<file path="src/rtl/swr_pkg.sv">
// ----------------------------------------------------------------------------
// swr_pkg
// Shared types and constants for the stream word replacer.
// ----------------------------------------------------------------------------
package swr_pkg;

   localparam int MAX_WORD_DEF = 8;   // default window depth
   localparam int REPL_MAX     = 8;   // replacement word capacity, chars
   localparam int COUNT_W      = 4;   // holds 0..REPL_MAX
   localparam int QUEUE_DEPTH  = 4;
   localparam int QUEUE_PTR_W  = $clog2(QUEUE_DEPTH);
   localparam int CSR_DATA_W   = 64;
   localparam int CSR_ADDR_W   = 5;

   typedef logic [7:0] char_type;

   typedef enum logic [1:0] {
      REG_SEARCH_WORD    = 2'd0,
      REG_SEARCH_LENGTH  = 2'd1,
      REG_REPLACE_WORD   = 2'd2,
      REG_REPLACE_LENGTH = 2'd3
   } reg_index_type;

   typedef struct packed {
      logic [63:0] search_word;
      logic [3:0]  search_length;
      logic [63:0] replace_word;
      logic [3:0]  replace_length;
   } cfg_type;

   // one item's worth of output work: emit chars[0..count-1], then mark end if eos
   typedef struct packed {
      char_type [REPL_MAX-1:0] chars;
      logic [COUNT_W-1:0]      count;
      logic                    eos;
   } desc_type;

endpackage

</file>
<file path="src/rtl/swr_csr.sv">
// ----------------------------------------------------------------------------
// swr_csr
// APB register file: search/replace words and their lengths.
// ----------------------------------------------------------------------------
module swr_csr
   import swr_pkg::*;
(
   input  logic                  clock,
   input  logic                  reset,
   input  logic                  psel,
   input  logic                  penable,
   input  logic                  pwrite,
   input  logic [CSR_ADDR_W-1:0] paddr,
   input  logic [CSR_DATA_W-1:0] pwdata,
   output logic [CSR_DATA_W-1:0] prdata,
   output logic                  pready,
   output cfg_type               cfg
);

   cfg_type       cfg_ff;
   cfg_type       cfg_in;
   reg_index_type sel;
   logic          wr_en;

   assign pready = 1'b1;
   assign sel    = reg_index_type'(paddr[4:3]);
   assign wr_en  = psel && penable && pwrite;
   assign cfg    = cfg_ff;

   always_comb begin
      cfg_in = cfg_ff;
      if (wr_en) begin
         case (sel)
            REG_SEARCH_WORD:    cfg_in.search_word    = pwdata;
            REG_SEARCH_LENGTH:  cfg_in.search_length  = pwdata[3:0];
            REG_REPLACE_WORD:   cfg_in.replace_word   = pwdata;
            REG_REPLACE_LENGTH: cfg_in.replace_length = pwdata[3:0];
            default:            cfg_in = cfg_ff;
         endcase
      end
   end

   always_comb begin
      case (sel)
         REG_SEARCH_WORD:    prdata = cfg_ff.search_word;
         REG_SEARCH_LENGTH:  prdata = {60'd0, cfg_ff.search_length};
         REG_REPLACE_WORD:   prdata = cfg_ff.replace_word;
         REG_REPLACE_LENGTH: prdata = {60'd0, cfg_ff.replace_length};
         default:            prdata = '0;
      endcase
   end

   always_ff @(posedge clock) begin
      if (reset) begin
         cfg_ff.search_word    <= '0;
         cfg_ff.search_length  <= 4'd1;
         cfg_ff.replace_word   <= '0;
         cfg_ff.replace_length <= '0;
      end else begin
         cfg_ff <= cfg_in;
      end
   end

endmodule

</file>
<file path="src/rtl/swr_front.sv">
// ----------------------------------------------------------------------------
// swr_front
// Keeps the character window, matches it against the search word and turns
// each accepted item into an output descriptor.
// ----------------------------------------------------------------------------
module swr_front
   import swr_pkg::*;
#(
   parameter int MAX_WORD = MAX_WORD_DEF
)
(
   input  logic     clock,
   input  logic     reset,
   input  logic     push,
   input  char_type in_char,
   input  logic     end_of_string,
   input  cfg_type  cfg,
   input  logic     q_full,
   output logic     q_push,
   output desc_type q_desc
);

   localparam int FILL_W = $clog2(MAX_WORD + 1);

   char_type [MAX_WORD-1:0] win_ff, win_in, win_after;
   logic [FILL_W-1:0]       fill_ff, fill_in;
   logic [FILL_W-1:0]       fill_after, slen, shift;
   logic [3:0]              slen4, rlen4;
   logic                    take, match;
   desc_type                desc;

   assign take = push && !q_full;

   always_comb begin
      slen4 = cfg.search_length;
      if (slen4 == 4'd0)
         slen4 = 4'd1;
      else if (slen4 > 4'(MAX_WORD))
         slen4 = 4'(MAX_WORD);
      slen  = FILL_W'(slen4);
      rlen4 = (cfg.replace_length > 4'(REPL_MAX)) ? 4'(REPL_MAX) : cfg.replace_length;

      fill_after = fill_ff + 1'b1;
      for (int i = 0; i < MAX_WORD; i++)
         win_after[i] = (FILL_W'(i) == fill_ff) ? in_char : win_ff[i];

      match = (fill_after == slen);
      for (int i = 0; i < MAX_WORD; i++)
         if (FILL_W'(i) < slen && win_after[i] != cfg.search_word[8*i +: 8])
            match = 1'b0;

      shift = fill_after - slen + 1'b1;

      desc.eos   = end_of_string;
      desc.count = '0;
      for (int j = 0; j < REPL_MAX; j++)
         desc.chars[j] = (j < MAX_WORD) ? win_after[j % MAX_WORD] : 8'd0;
      win_in  = win_after;
      fill_in = fill_after;

      if (match) begin
         desc.chars = cfg.replace_word;
         desc.count = rlen4;
         fill_in    = '0;
      end else if (end_of_string) begin
         desc.count = COUNT_W'(fill_after);
         fill_in    = '0;
      end else if (fill_after >= slen) begin
         desc.count = COUNT_W'(shift);
         fill_in    = slen - 1'b1;
         for (int i = 0; i < MAX_WORD; i++)
            for (int k = 1; k <= MAX_WORD; k++)
               if (FILL_W'(k) == shift && i + k < MAX_WORD)
                  win_in[i] = win_after[(i + k) % MAX_WORD];
      end
   end

   assign q_push = take && (desc.count != '0 || desc.eos);
   assign q_desc = desc;

   always_ff @(posedge clock) begin
      if (reset) begin
         fill_ff <= '0;
      end else if (take) begin
         fill_ff <= fill_in;
      end
   end

   always_ff @(posedge clock) begin
      if (take) begin
         win_ff <= win_in;
      end
   end

endmodule

</file>
<file path="src/rtl/swr_queue.sv">
// ----------------------------------------------------------------------------
// swr_queue
// Small descriptor FIFO between the front and back parts.
// ----------------------------------------------------------------------------
module swr_queue
   import swr_pkg::*;
(
   input  logic     clock,
   input  logic     reset,
   input  logic     wr_en,
   input  desc_type wr_desc,
   input  logic     rd_en,
   output desc_type rd_desc,
   output logic     q_full,
   output logic     q_empty
);

   desc_type                 mem [QUEUE_DEPTH];
   logic [QUEUE_PTR_W-1:0]   wr_ptr_ff, rd_ptr_ff;
   logic [QUEUE_PTR_W:0]     count_ff, count_in;
   logic                     do_wr, do_rd;

   assign q_full  = (count_ff == (QUEUE_PTR_W + 1)'(QUEUE_DEPTH));
   assign q_empty = (count_ff == '0);
   assign do_wr   = wr_en && !q_full;
   assign do_rd   = rd_en && !q_empty;
   assign rd_desc = mem[rd_ptr_ff];

   always_comb begin
      count_in = count_ff;
      if (do_wr && !do_rd)
         count_in = count_ff + 1'b1;
      else if (do_rd && !do_wr)
         count_in = count_ff - 1'b1;
   end

   always_ff @(posedge clock) begin
      if (reset) begin
         wr_ptr_ff <= '0;
         rd_ptr_ff <= '0;
         count_ff  <= '0;
      end else begin
         if (do_wr)
            wr_ptr_ff <= wr_ptr_ff + 1'b1;
         if (do_rd)
            rd_ptr_ff <= rd_ptr_ff + 1'b1;
         count_ff <= count_in;
      end
   end

   always_ff @(posedge clock) begin
      if (do_wr) begin
         mem[wr_ptr_ff] <= wr_desc;
      end
   end

endmodule

</file>
<file path="src/rtl/swr_back.sv">
// ----------------------------------------------------------------------------
// swr_back
// Serializes descriptors into output items, one per cycle while the consumer
// keeps popping, through an output register.
// ----------------------------------------------------------------------------
module swr_back
   import swr_pkg::*;
(
   input  logic     clock,
   input  logic     reset,
   input  desc_type q_desc,
   input  logic     q_empty,
   output logic     q_pop,
   output logic     empty,
   input  logic     pop,
   output char_type out_char,
   output logic     char_valid,
   output logic     last_out
);

   desc_type   cur_ff;
   logic       cur_valid_ff, cur_valid_in;
   logic [2:0] idx_ff, idx_in, last_idx;
   logic       out_valid_ff, out_valid_in;
   char_type   out_char_ff;
   logic       char_valid_ff, last_out_ff;
   logic       slot_free, emit, desc_done, load;

   assign slot_free = !out_valid_ff || pop;
   assign emit      = slot_free && cur_valid_ff;
   assign last_idx  = (cur_ff.count == '0) ? 3'd0 : 3'(cur_ff.count - 1'b1);
   assign desc_done = emit && (idx_ff == last_idx);
   assign load      = (!cur_valid_ff || desc_done) && !q_empty;
   assign q_pop     = load;

   always_comb begin
      cur_valid_in = cur_valid_ff;
      idx_in       = idx_ff;
      if (emit)
         idx_in = idx_ff + 1'b1;
      if (desc_done)
         cur_valid_in = 1'b0;
      if (load) begin
         cur_valid_in = 1'b1;
         idx_in       = '0;
      end
      out_valid_in = out_valid_ff;
      if (pop)
         out_valid_in = 1'b0;
      if (emit)
         out_valid_in = 1'b1;
   end

   always_ff @(posedge clock) begin
      if (reset) begin
         cur_valid_ff <= 1'b0;
         out_valid_ff <= 1'b0;
         idx_ff       <= '0;
      end else begin
         cur_valid_ff <= cur_valid_in;
         out_valid_ff <= out_valid_in;
         idx_ff       <= idx_in;
      end
   end

   always_ff @(posedge clock) begin
      if (load)
         cur_ff <= q_desc;
      if (emit) begin
         out_char_ff   <= (cur_ff.count == '0) ? 8'd0 : cur_ff.chars[idx_ff];
         char_valid_ff <= (cur_ff.count != '0);
         last_out_ff   <= cur_ff.eos && (idx_ff == last_idx);
      end
   end

   assign empty      = !out_valid_ff;
   assign out_char   = out_char_ff;
   assign char_valid = char_valid_ff;
   assign last_out   = last_out_ff;

endmodule

</file>
<file path="src/rtl/stream_word_replacer.sv">
// ----------------------------------------------------------------------------
// stream_word_replacer
// Replaces each leftmost, non-overlapping occurrence of a search word in a
// character stream with a replacement word.
// ----------------------------------------------------------------------------
// One character is taken per cycle while the descriptor queue has room. Each
// input item yields 0..8 output items (or one empty end item), and the output
// serializer sends one item per cycle while pop is held, so a replacement longer
// than one character, or a window flush at end of string, holds input off
// once the 4-entry queue fills. A result passes through the queue, the
// current-descriptor register and the output register. Configure only while
// the block is idle.
module stream_word_replacer
   import swr_pkg::*;
#(
   parameter int MAX_WORD = MAX_WORD_DEF
)
(
   input  logic                  clock,
   input  logic                  reset,
   input  logic                  push,
   output logic                  full,
   input  logic [7:0]            req_in_char,
   input  logic                  req_end_of_string,
   output logic                  empty,
   input  logic                  pop,
   output logic [7:0]            rsp_out_char,
   output logic                  rsp_char_valid,
   output logic                  rsp_last_out,
   input  logic                  psel,
   input  logic                  penable,
   input  logic                  pwrite,
   input  logic [CSR_ADDR_W-1:0] paddr,
   input  logic [CSR_DATA_W-1:0] pwdata,
   output logic [CSR_DATA_W-1:0] prdata,
   output logic                  pready
);

   cfg_type  cfg;
   desc_type wr_desc, rd_desc;
   logic     q_wr, q_rd, q_full, q_empty;

   assign full = q_full;

   swr_csr u_csr (
      .clock   (clock),
      .reset   (reset),
      .psel    (psel),
      .penable (penable),
      .pwrite  (pwrite),
      .paddr   (paddr),
      .pwdata  (pwdata),
      .prdata  (prdata),
      .pready  (pready),
      .cfg     (cfg)
   );

   swr_front #(
      .MAX_WORD (MAX_WORD)
   ) u_front (
      .clock         (clock),
      .reset         (reset),
      .push          (push),
      .in_char       (req_in_char),
      .end_of_string (req_end_of_string),
      .cfg           (cfg),
      .q_full        (q_full),
      .q_push        (q_wr),
      .q_desc        (wr_desc)
   );

   swr_queue u_queue (
      .clock   (clock),
      .reset   (reset),
      .wr_en   (q_wr),
      .wr_desc (wr_desc),
      .rd_en   (q_rd),
      .rd_desc (rd_desc),
      .q_full  (q_full),
      .q_empty (q_empty)
   );

   swr_back u_back (
      .clock      (clock),
      .reset      (reset),
      .q_desc     (rd_desc),
      .q_empty    (q_empty),
      .q_pop      (q_rd),
      .empty      (empty),
      .pop        (pop),
      .out_char   (rsp_out_char),
      .char_valid (rsp_char_valid),
      .last_out   (rsp_last_out)
   );

endmodule

</file>
<file path="config.mk">
export PLATFORM = sky130hd
export DESIGN_NAME = stream_word_replacer
export DESIGN_NICKNAME = d
export VERILOG_FILES = /design/src/rtl/swr_pkg.sv /design/src/rtl/swr_csr.sv /design/src/rtl/swr_front.sv /design/src/rtl/swr_queue.sv /design/src/rtl/swr_back.sv /design/src/rtl/stream_word_replacer.sv
export SDC_FILE = /design/constraint.sdc
export NUM_CORES = 1
export LEC_CHECK = 0
export BUFFER_PORTS_ARGS = -buffer_cell sky130_fd_sc_hd__buf_2
export CAP_MARGIN = 10
export CORE_UTILIZATION = 40
export CTS_BUF_LIST = sky130_fd_sc_hd__clkbuf_2
export DETAILED_ROUTE_END_ITERATION = 10
export PLACE_DENSITY = 0.63
export SYNTH_ARGS = -nofsm -noshare
export SYNTH_HDL_FRONTEND = slang
export SYNTH_SLANG_ARGS = --single-unit
export TNS_END_PERCENT = 30
</file>
<file path="constraint.sdc">
create_clock -name clock -period 5.1 [get_ports clock]
set_clock_uncertainty 0.15 [all_clocks]
set_input_delay 0.51 -clock clock [delete_from_list [all_inputs] [get_ports clock]]
set_output_delay 0.51 -clock clock [all_outputs]
set_load 0.05 [all_outputs]
</file>
---- After elaboration in Yosys (flattened, before gate mapping) ----
Memories as Yosys holds them, arrays and structs flattened. A register that Yosys moved wholly into a read port is not among the register bits.
Index checks and enable logic that the tools add are counted.
storage, ports and cells
  bits in registers ....................... 226
  bits in latches ......................... 0
  bits in writable memories ............... 276
  memory bits (read-only) ................. 0
  input bits .............................. 85
  output and inout bits ................... 77
  word-level logic and storage cells ...... 186
  memories ................................ 1
memory list
  memory       depth  width  read ports  clocked after Yosys merged registers in  wr ports  line             text
  u_queue.mem  4      69     1           1                                        1         swr_queue.sv:18  desc_type mem [QUEUE_DEPTH];
operators by class
  $add $sub $neg .......................... 10
  multipliers ............................. 0
  div/mod/pow operators ................... 0
  magnitude comparators ................... 12
  equal/unequal tests ..................... 28
  shifts and indexed selects .............. 0
  mux-type cells .......................... 69
  bitwise operators ....................... 0
  reduce and logical (&&, ||, !) cells .... 44
operator list
  cell                                                        count
  two-way mux 8 bit                                           37
  one-hot mux 64 bit (4 select lines)                         1
  two-way mux 56 bit                                          3
  two-way mux 64 bit                                          1
  inequality test 8 bit                                       8
  two-way mux 4 bit                                           9
  equality test 3 x 4 -> 1 bit (first input constant)         8
  binary-select mux 8 bit (select 3 bit)                      1
  logical AND 1 bit                                           20
  equality test 2 x 4 -> 1 bit (first input constant)         4
  less-than comparator 3 x 4 -> 1 bit (first input constant)  4
  two-way mux 1 bit                                           14
  logical NOT 4 bit                                           3
  two-way mux 3 bit                                           3
  adder 4 x 1 -> 4 bit (second input constant)                2
  equality test 1 x 4 -> 1 bit (first input constant)         2
  > comparator 4 bit (second input constant)                  2
  less-than comparator 1 x 4 -> 1 bit (first input constant)  2
  less-than comparator 2 x 4 -> 1 bit (first input constant)  2
  AND reduction 2 bit                                         4
  nonzero test 4 bit                                          2
  adder 3 x 1 -> 3 bit (second input constant)                2
  logical NOT 1 bit                                           6
  nonzero test 2 bit                                          3
  other kinds (15)                                            20

---- Logic depth before layout (Yosys ltp) ----
Gate-level depths: netlist of run 1.
  depth in word-level cells ............... 22
  gate-level depth with buffers ........... 19
  mapped depth without buffers ............ 19

---- By module ----
A second synthesis of run 1 with hierarchy kept.
second synthesis, totals
  cells, all modules ...................... 2,408
  area, all modules ....................... 28,681.3 um^2
modules (own cells, without submodules)
  module     instances  cells each  area each (um^2)  seq. area each (um^2)
  swr_queue  1          409         10,422.5          8,468.1
  swr_front  1          1,104       8,375.5           2,001.9
  swr_csr    1          737         6,652.6           2,722.6
  swr_back   1          158         3,230.6           2,472.4

---- Worst setup path before layout of run 1 ----
OpenSTA, ideal clock, no wires.
  kind .................................... register to register
  from .................................... register, netlist name u_back.cur_ff[2]
  to ...................................... register u_queue.count_ff[2]
  library setup time ...................... 70 ps
  data arrival time ....................... 4,974 ps
  path slack .............................. -94 ps
  stages on the path, launching flop included .. 15
  path buffers ............................ 1
  path through ............................ edfxtp_1 > or4b_2 > nand2_1 > xnor2_1 > o211ai_1 > o21ai_0 > o31a_1 > clkbuf_1 > inv_1 > ha_1 > inv_1 > fa_1 > xor2_1 > or3_1 > a21oi_1
between the ends
  longest elaborated chain between the ends .. 10
ends and longest elaborated chain
  element                                                         line                        text
  subtractor 3 x 1 -> 3 bit or logical NOT 4 bit (tied branches)  swr_back.sv:31              assign last_idx = (cur_ff.count == '0) ? 3'd0 : 3'(cur_ff.count - 1'b1);
  two-way mux 3 bit (*)                                           swr_back.sv:31
  equality test 3 bit (*)                                         swr_back.sv:32              assign desc_done = emit && (idx_ff == last_idx);
  logical AND 1 bit (*)                                           swr_back.sv:32
  logical OR 1 bit (*)                                            swr_back.sv:33              assign load = (!cur_valid_ff || desc_done) && !q_empty;
  logical AND 1 bit (*)                                           swr_back.sv:33
  net q_rd                                                        stream_word_replacer.sv:41  logic q_wr, q_rd, q_full, q_empty;
  logical AND 1 bit (*)                                           swr_queue.sv:26             assign do_rd = rd_en && !q_empty;
  logical NOT 1 bit                                               swr_queue.sv:31             if (do_wr && !do_rd)
  logical AND 1 bit                                               swr_queue.sv:31
  two-way mux 3 bit or nonzero test 2 bit (tied branches)         n/a
  to (signal assigned)                                            swr_queue.sv:47             count_ff <= count_in;
  to (decl)                                                       swr_queue.sv:20             logic [QUEUE_PTR_W:0] count_ff, count_in;
Mark *: on every way through the listed nets, which the timed path passes. The rest lies on a longest branch.
A chain may end at the register's enable or synchronous reset.

==> results.ini, run 1 <==
[power_and_ir_drop]
p_sw_share_pct = 33.58
peakVddDrop_mv = 0.2993
intPower_mw = 8.859
switchingPower_mw = 4.479
p_clk_share_pct = 23.3
combPwrFrac_pct = 27.8
sequentialPowerShare_pct = 48.9
power.density_nw_per_um2 = 412.9
total_power_mw = 13.34
leakage_nw = 12.39

[timing]
fin_tns_setup_ns = 0
tightest_slew_ns = 1.074
setup_viol = 0
final-hold-violation-count = 0
finalCritPeriodShare_pct = 91.65
max_freq_ghz = 0.2139
slew_headroom_pct = 28.24
rsz0062_at_grt = no
min_period_ns = 4.674
slew_viol_final = 0

[drt]
vias = 20858
viasPerCell = 5.589
drt_iter0_markers = 1721
postRouteAntennaNets = 0
drc_errors = 0
drt_wl_total_mm = 85.76
wl_per_cell_um = 22.98
dr.pass1.iters = 6

[hold_path]
hold_start = req_end_of_string
min_path_cells = 5
hold_class = primary input to flip-flop

[clocking]
clock_sinks = 571
cts_resized = 0
htreeDepth = 4
cts_root_buf = clkbuf_2
cts_buffer_depth = 3
clkSlewWorstSetupHoldPaths_ns = 0.11
worst_skew_pair.late_latency_ns = 1.38
cts_tree = yes
cts_made_buffers = 150

[worst_setup_path]
critPathCaptureType = flip-flop
crit_fanout = 11
r2r-start = u_front.fill_ff[0]
critPathKind = flip-flop to flip-flop
required_ns = 5.96
rr_worst_depth = 16
cp.arrival_ns = 5.54
critPathLaunchType = flip-flop
worstSetupStartpoint = u_front.fill_ff[0]

[finish]
finalNonFillerCells = 3732
area_growth_pct = 19.33
drive_above_1_share_pct = 23.41
multiInputGateArea_um2 = 10560
regArea_um2 = 15630
final_common_cell = edfxtp_1
nNetsFinal = 2855
nFillCells = 6078
final_cell_mix = 419 x edfxtp_1, 369 x nand2_1, 237 x a21oi_1

[synth]
postSynthAreaPerCell_um2 = 11.74
synthCells = 2306
yosysTopAreaCell = edfxtp_1
syn_area_um2 = 27070
synthFlopType = edfxtp_1
synthTopCellsByArea = edfxtp_1 46%, dfxtp_1 11%, mux4_2 7.4%
synth_nets = 2415
ys_async_sr_fraction_pct = 0
synth_warnings = 0
yosysUniqueCellTypes = 77
ys_ff_latch = 571
synthDominantCellAreaShare_pct = 46.48
yosysSeqAreaShare_pct = 57.72
synth_edf_count = 419

[place]
gp_congestion = 0.9190
dp_hpwl_mm = 57.12
placed_cells = 3310
port-buffer-count = 157

[floorplanning]
initial_utilization_pct = 40.38
dieArea_um2 = 68710
fp.dieH_um = 262.1
core_um2 = 67040
pin_count = 162
row_count = 95
die_w_um = 262.1

[grt]
grt_pass1_wl_mm = 126.4
grt_max_degree = 75
grt_pass1_vias = 20582
grt_usage_pct = 25.01
antenna_found_initial = 3
grt-ovfl-total = 0

[run_status]
outcome = completed

[job]
cap_violations = 0

==> stage by stage <==
| stage | hold slack [ns] | cell area, um2 | util [%] | setup WS [ns] |
|---|---|---|---|---|
| final | 0.1997 | 32300 | 48.18 | 0.4257 |
| after global routing | 0.1602 | 32290 | 48.16 | 0.2109 |
| after global placement | 0.3054 | 29410 | 43.87 | 0.5826 |
| after floorplan | 0.2965 | 27070 | - | 0.2426 |
| after detailed placement | 0.3134 | 29410 | 43.87 | 0.5735 |
| after CTS | 0.08058 | 32280 | 48.16 | 0.5241 |
==> logic make-up after synthesis <==
group / share of synthesized area, %
flip-flops: 57.72
multiplexers: 15.43
other: 0.01385
adder cells (fa/ha/maj): 1.193
AND/OR/NAND/NOR: 10.60
buffers and inverters: 3.453
AO/OA/AOI/OAI: 10.29
XOR/XNOR: 1.294
==> routing by layer <==
layer | vias to the layer above | global-route usage, % | wire length [um]
li1 | 9429 | - | -
met1 | 10365 | 32.34 | 35630
met2 | 873 | 40.28 | 40890
met3 | 191 | 5.170 | 5762
met4 | 0 | 11.71 | 3481
met5 | - | 0 | 0
==> cell type report <==
cell class	count	share of cell area [%]
diodes	6	0.04648
clock buffers	226	3.502
clock inverters	33	0.5113
inverters	72	0.8367
multi-input cells	1505	32.69
flip-flops and latches	571	48.39
well taps	873	3.382
repair buffers	446	10.64
==> cells in the mapped netlist (16+ instances only) <==
library cell	count
buf_1	22
xor2_1	21
inv_1	72
xnor2_1	19
ha_1	21
a211oi_1	19
o21ai_0	62
a21oi_1	237
nand2b_1	17
a22oi_1	20
nor2_1	194
clkbuf_1	121
o22ai_1	39
nor3_1	16
mux4_2	89
nand2_1	369
nand3_1	33
edfxtp_1	419
dfxtp_1	152
mux2i_1	183
==> timing repair <==
| item | 4_1_cts | 5_1_grt |
|---|---|---|
| hold buffers | 157 | 0 |
| buffers inserted | 0 | 0 |
| endpoints found under the hold margin | 331 | 0 |
==> path summary, 6_finish.rpt <==
check | to | slack (ns)
max | u_front.win_ff[5] | 0.43
min | u_front.fill_ff[3] | 0.20
max reg2reg | u_front.win_ff[5] | 0.43
min reg2reg | u_csr.cfg[7] | 0.32
==> critical path: stages, from the launching register on <==
cell,delay [ns]
dfxtp_1,0.52
inv_1,0.15
ha_1,0.39
ha_1,0.34
inv_1,0.07
ha_1,0.13
inv_1,0.06
fa_1,0.75
and4b_1,0.56
buf_4,0.28
nand2b_1,0.12
o32ai_1,0.13
o21ai_0,0.15
nand3_1,0.13
o221ai_1,0.14
a21oi_1,0.20
mux2i_1,0.09
==> power groups by stage <==
stage	Clock, mW	Combinational (mW)	Sequential, mW
finish	3.11	3.70	6.53
detailed placement	0	3.60	6.65
global route	3.42	3.95	6.61
global placement	0	3.55	6.61
floorplan	0	2.25	6.54
CTS	3.20	3.70	6.54
==> sequential cells by signal (all words and copies together) (netlist names) <==
register,cells
u_back.last_out,1
u_front.fill_ff,4
u_queue.wr_ptr_ff,2
u_queue.count_ff,3
u_back.out_char,8
u_back.cur_ff,69
u_queue.rd_ptr_ff,2
u_back.out_valid_ff,1
u_back.cur_valid_ff,1
u_queue.mem,276
u_front.win_ff,64
u_back.char_valid,1
u_csr.cfg,136
u_back.idx_ff,3
Note: power is estimated with default switching activity, not from simulation.
==> inputs of run 2 (changes only) <==
--- a/config.mk
+++ b/config.mk
@@ -7,10 +7,10 @@
 export LEC_CHECK = 0
 export BUFFER_PORTS_ARGS = -buffer_cell sky130_fd_sc_hd__buf_2
 export CAP_MARGIN = 10
-export CORE_UTILIZATION = 40
+export CORE_UTILIZATION = 35
 export CTS_BUF_LIST = sky130_fd_sc_hd__clkbuf_2
 export DETAILED_ROUTE_END_ITERATION = 10
-export PLACE_DENSITY = 0.63
+export PLACE_DENSITY = 0.58
 export SYNTH_ARGS = -nofsm -noshare
 export SYNTH_HDL_FRONTEND = slang
 export SYNTH_SLANG_ARGS = --single-unit
==> run 2 against run 1 <==
Compared with the run above: die area rose by 14%; via count is 0.27% lower; clock-buffer cell count fell by 3; hold slack improved by 0.021 ns; sequential share of layout area decreased by 0.61 points; clock power is 9.6% higher; non-clock buffer count grew 2; critical endpoint is now u_queue.count_ff[2].
==> results.ini, run 2 (synthesis results as in run 1) <==
[power_and_ir_drop]
leakage_nw = 12.49  ; was 12.39 nW
intPower_mw = 9.114  ; was 8.859 mW
p_sw_share_pct = 33.30  ; was 33.58%
combPwrFrac_pct = 27.3  ; was 27.8%
power.density_nw_per_um2 = 417.7  ; was 412.9 nW/um2
switchingPower_mw = 4.550  ; was 4.479 mW
sequentialPowerShare_pct = 47.8  ; was 48.9%
p_clk_share_pct = 25.0  ; was 23.3%
peakVddDrop_mv = 0.3319  ; was 0.2993 mV

[drt]
drt_iter0_markers = 1747  ; was 1721
postRouteAntennaNets = 0  ; unchanged
viasPerCell = 5.332  ; was 5.589
dr.pass1.iters = 6  ; unchanged
vias = 20801  ; was 20858
wl_per_cell_um = 22.64  ; was 22.98 um
drt_wl_total_mm = 88.34  ; was 85.76 mm
drc_errors = 0  ; unchanged

[worst_setup_path]
crit_fanout = 11  ; unchanged
critPathBufInv = 2  ; was 4
r2r-start = u_front.fill_ff[2]  ; was u_front.fill_ff[0]
slowest_delay_ns = 0.65  ; was 0.75 ns
slowest_stage = dfxtp_1  ; was fa_1
cp.arrival_ns = 5.62  ; was 5.54 ns
critPathLaunchType = flip-flop  ; unchanged
required_ns = 6.20  ; was 5.96 ns
critPathCaptureType = flip-flop  ; unchanged
critPathKind = flip-flop to flip-flop  ; unchanged
crit_family = compound AO/OA/AOI/OAI gates  ; was adder cells
cp_cell_sequence = nand3b_1 -> buf_4 -> mux2i_1 -> o22ai_1 -> a221oi_1 -> a31oi_1 -> o32ai_4 -> nand4_1 -> o21a_1 -> ha_1 -> inv_1 -> fa_1 -> xor2_1 -> or3_1 -> a21oi_1  ; was inv_1 -> ha_1 -> ha_1 -> inv_1 -> ha_1 -> inv_1 -> fa_1 -> and4b_1 -> buf_4 -> nand2b_1 -> o32ai_1 -> o21ai_0 -> nand3_1 -> o221ai_1 -> a21oi_1 -> mux2i_1
worstSetupStartpoint = u_front.fill_ff[2]  ; was u_front.fill_ff[0]

[floorplanning]
initial_utilization_pct = 35.52  ; was 40.38%
fp.dieH_um = 280.1  ; was 262.1 um
die_w_um = 280.1  ; was 262.1 um
pin_count = 162  ; unchanged
core_um2 = 76200  ; was 67040 um2
row_count = 101  ; was 95
dieArea_um2 = 78450  ; was 68710 um2

[clocking]
htreeDepth = 4  ; unchanged
clock_sinks = 571  ; unchanged
cts_root_buf = clkbuf_2  ; unchanged
cts_tree = yes  ; unchanged
cts_made_buffers = 148  ; was 150
worst_skew_pair.late_latency_ns = 1.35  ; was 1.38 ns
cts_buffer_depth = 3  ; unchanged
clkSlewWorstSetupHoldPaths_ns = 0.10  ; was 0.11 ns

[timing]
setup_viol = 0  ; unchanged
rsz0062_at_grt = no  ; unchanged
holdWs_ns = 0.2208  ; was 0.1997 ns
tightest_slew_ns = 1.152  ; was 1.074 ns
min_period_ns = 4.522  ; was 4.674 ns
slew_viol_final = 0  ; unchanged
fin_tns_setup_ns = 0  ; unchanged
slew_headroom_pct = 23.20  ; was 28.24%
final-hold-violation-count = 0  ; unchanged
finalCritPeriodShare_pct = 88.66  ; was 91.65%
max_freq_ghz = 0.2212  ; was 0.2139 GHz

[finish]
nNetsFinal = 2855  ; unchanged
regMostFlops = u_queue.mem  ; unchanged
largest_register_ffs = 276  ; unchanged
final_common_cell = edfxtp_1  ; unchanged
finish.utilization_pct = 42.93  ; was 48.18%
final_cell_mix = 419 x edfxtp_1, 369 x nand2_1, 237 x a21oi_1  ; unchanged
drive_above_1_share_pct = 23.27  ; was 23.41%
area_growth_pct = 20.85  ; was 19.33%

[place]
port-buffer-count = 157  ; unchanged
gp_congestion = 0.9472  ; was 0.9190
dp_hpwl_mm = 60.01  ; was 57.12 mm

[hold_path]
hold_class = primary input to flip-flop  ; unchanged
hold_start = req_end_of_string  ; unchanged

[grt]
grt_pass1_vias = 20861  ; was 20582
grt-ovfl-total = 0  ; unchanged
antenna_found_initial = 2  ; was 3
grt_pass1_wl_mm = 130.2  ; was 126.4 mm
grt_usage_pct = 22.50  ; was 25.01%
grt_max_degree = 75  ; unchanged

[job]
cap_violations = 0  ; unchanged

[run_status]
outcome = completed  ; unchanged

==> run 2: final timing paths <==
| kind | endpoint | slack, ns | cells after the start |
|---|---|---|---|
| setup / recovery | u_queue.count_ff[2] | 0.58 | 15 |
| hold / removal | u_queue.wr_ptr_ff[1] | 0.22 | 6 |
| setup reg to reg | u_queue.count_ff[2] | 0.58 | 15 |
| hold reg to reg | u_csr.cfg[34] | 0.33 | 2 |
==> run 2: power groups by stage <==
stage	Combinational (mW)	Clock, mW	Sequential, mW
after global placement	3.58	0	6.60
after CTS	3.75	3.51	6.54
after floorplan	2.25	0	6.54
after detailed placement	3.64	0	6.64
final	3.73	3.41	6.53
after global routing	3.98	3.74	6.61
==> run 2: worst reg2reg max path, stage by stage (launching register included) <==
cell	delay, ns
dfxtp_1	0.65
nand3b_1	0.49
buf_4	0.33
mux2i_1	0.24
o22ai_1	0.12
a221oi_1	0.22
a31oi_1	0.23
o32ai_4	0.44
nand4_1	0.25
o21a_1	0.33
ha_1	0.24
inv_1	0.08
fa_1	0.18
xor2_1	0.07
or3_1	0.30
a21oi_1	0.16
==> run 2: per-stage QoR <==
step | instances | total power [mW] | setup slack (ns) | cell area, um2
after detailed placement | 3465 | 10.28 | 0.6558 | 29610
final | 3901 | 13.66 | 0.5783 | 32710
after floorplan | 2306 | 8.794 | 0.2426 | 27070
after CTS | 3896 | 13.80 | 0.5966 | 32700
after global placement | 3465 | 10.18 | 0.6960 | 29610
after global routing | 3897 | 14.32 | 0.3090 | 32700
==> run 2: cell type report <==
| type | instances | area (um2) |
|---|---|---|
| fill | 7221 | 43490 |
| sequential | 571 | 15630 |
| multi-input combinational | 1505 | 10550 |
| timing repair buffer | 448 | 3488 |
| tap | 1030 | 1289 |
| clock buffer | 223 | 1116 |
| clock inverter | 47 | 355.3 |
| inverter | 72 | 270.3 |
| antenna | 5 | 12.51 |
==> run 2: routing by layer <==
metal	GRT usage (%)	vias up	share of wire, %	wire length (um)
met4	9.023	0	3.2	2859
li1	-	9460	-	-
met1	28.96	10413	42	37190
met5	0	-	0	0
met3	4.255	171	5.7	5048
met2	37.25	757	49	43230
==> run 2: repair_timing <==
| action | in CTS | in global routing |
|---|---|---|
| setup buffers | 0 | 0 |
| gates resized for setup | 0 | 0 |
| hold buffers | 161 | 0 |
| endpoints found under the hold margin | 349 | 0 |
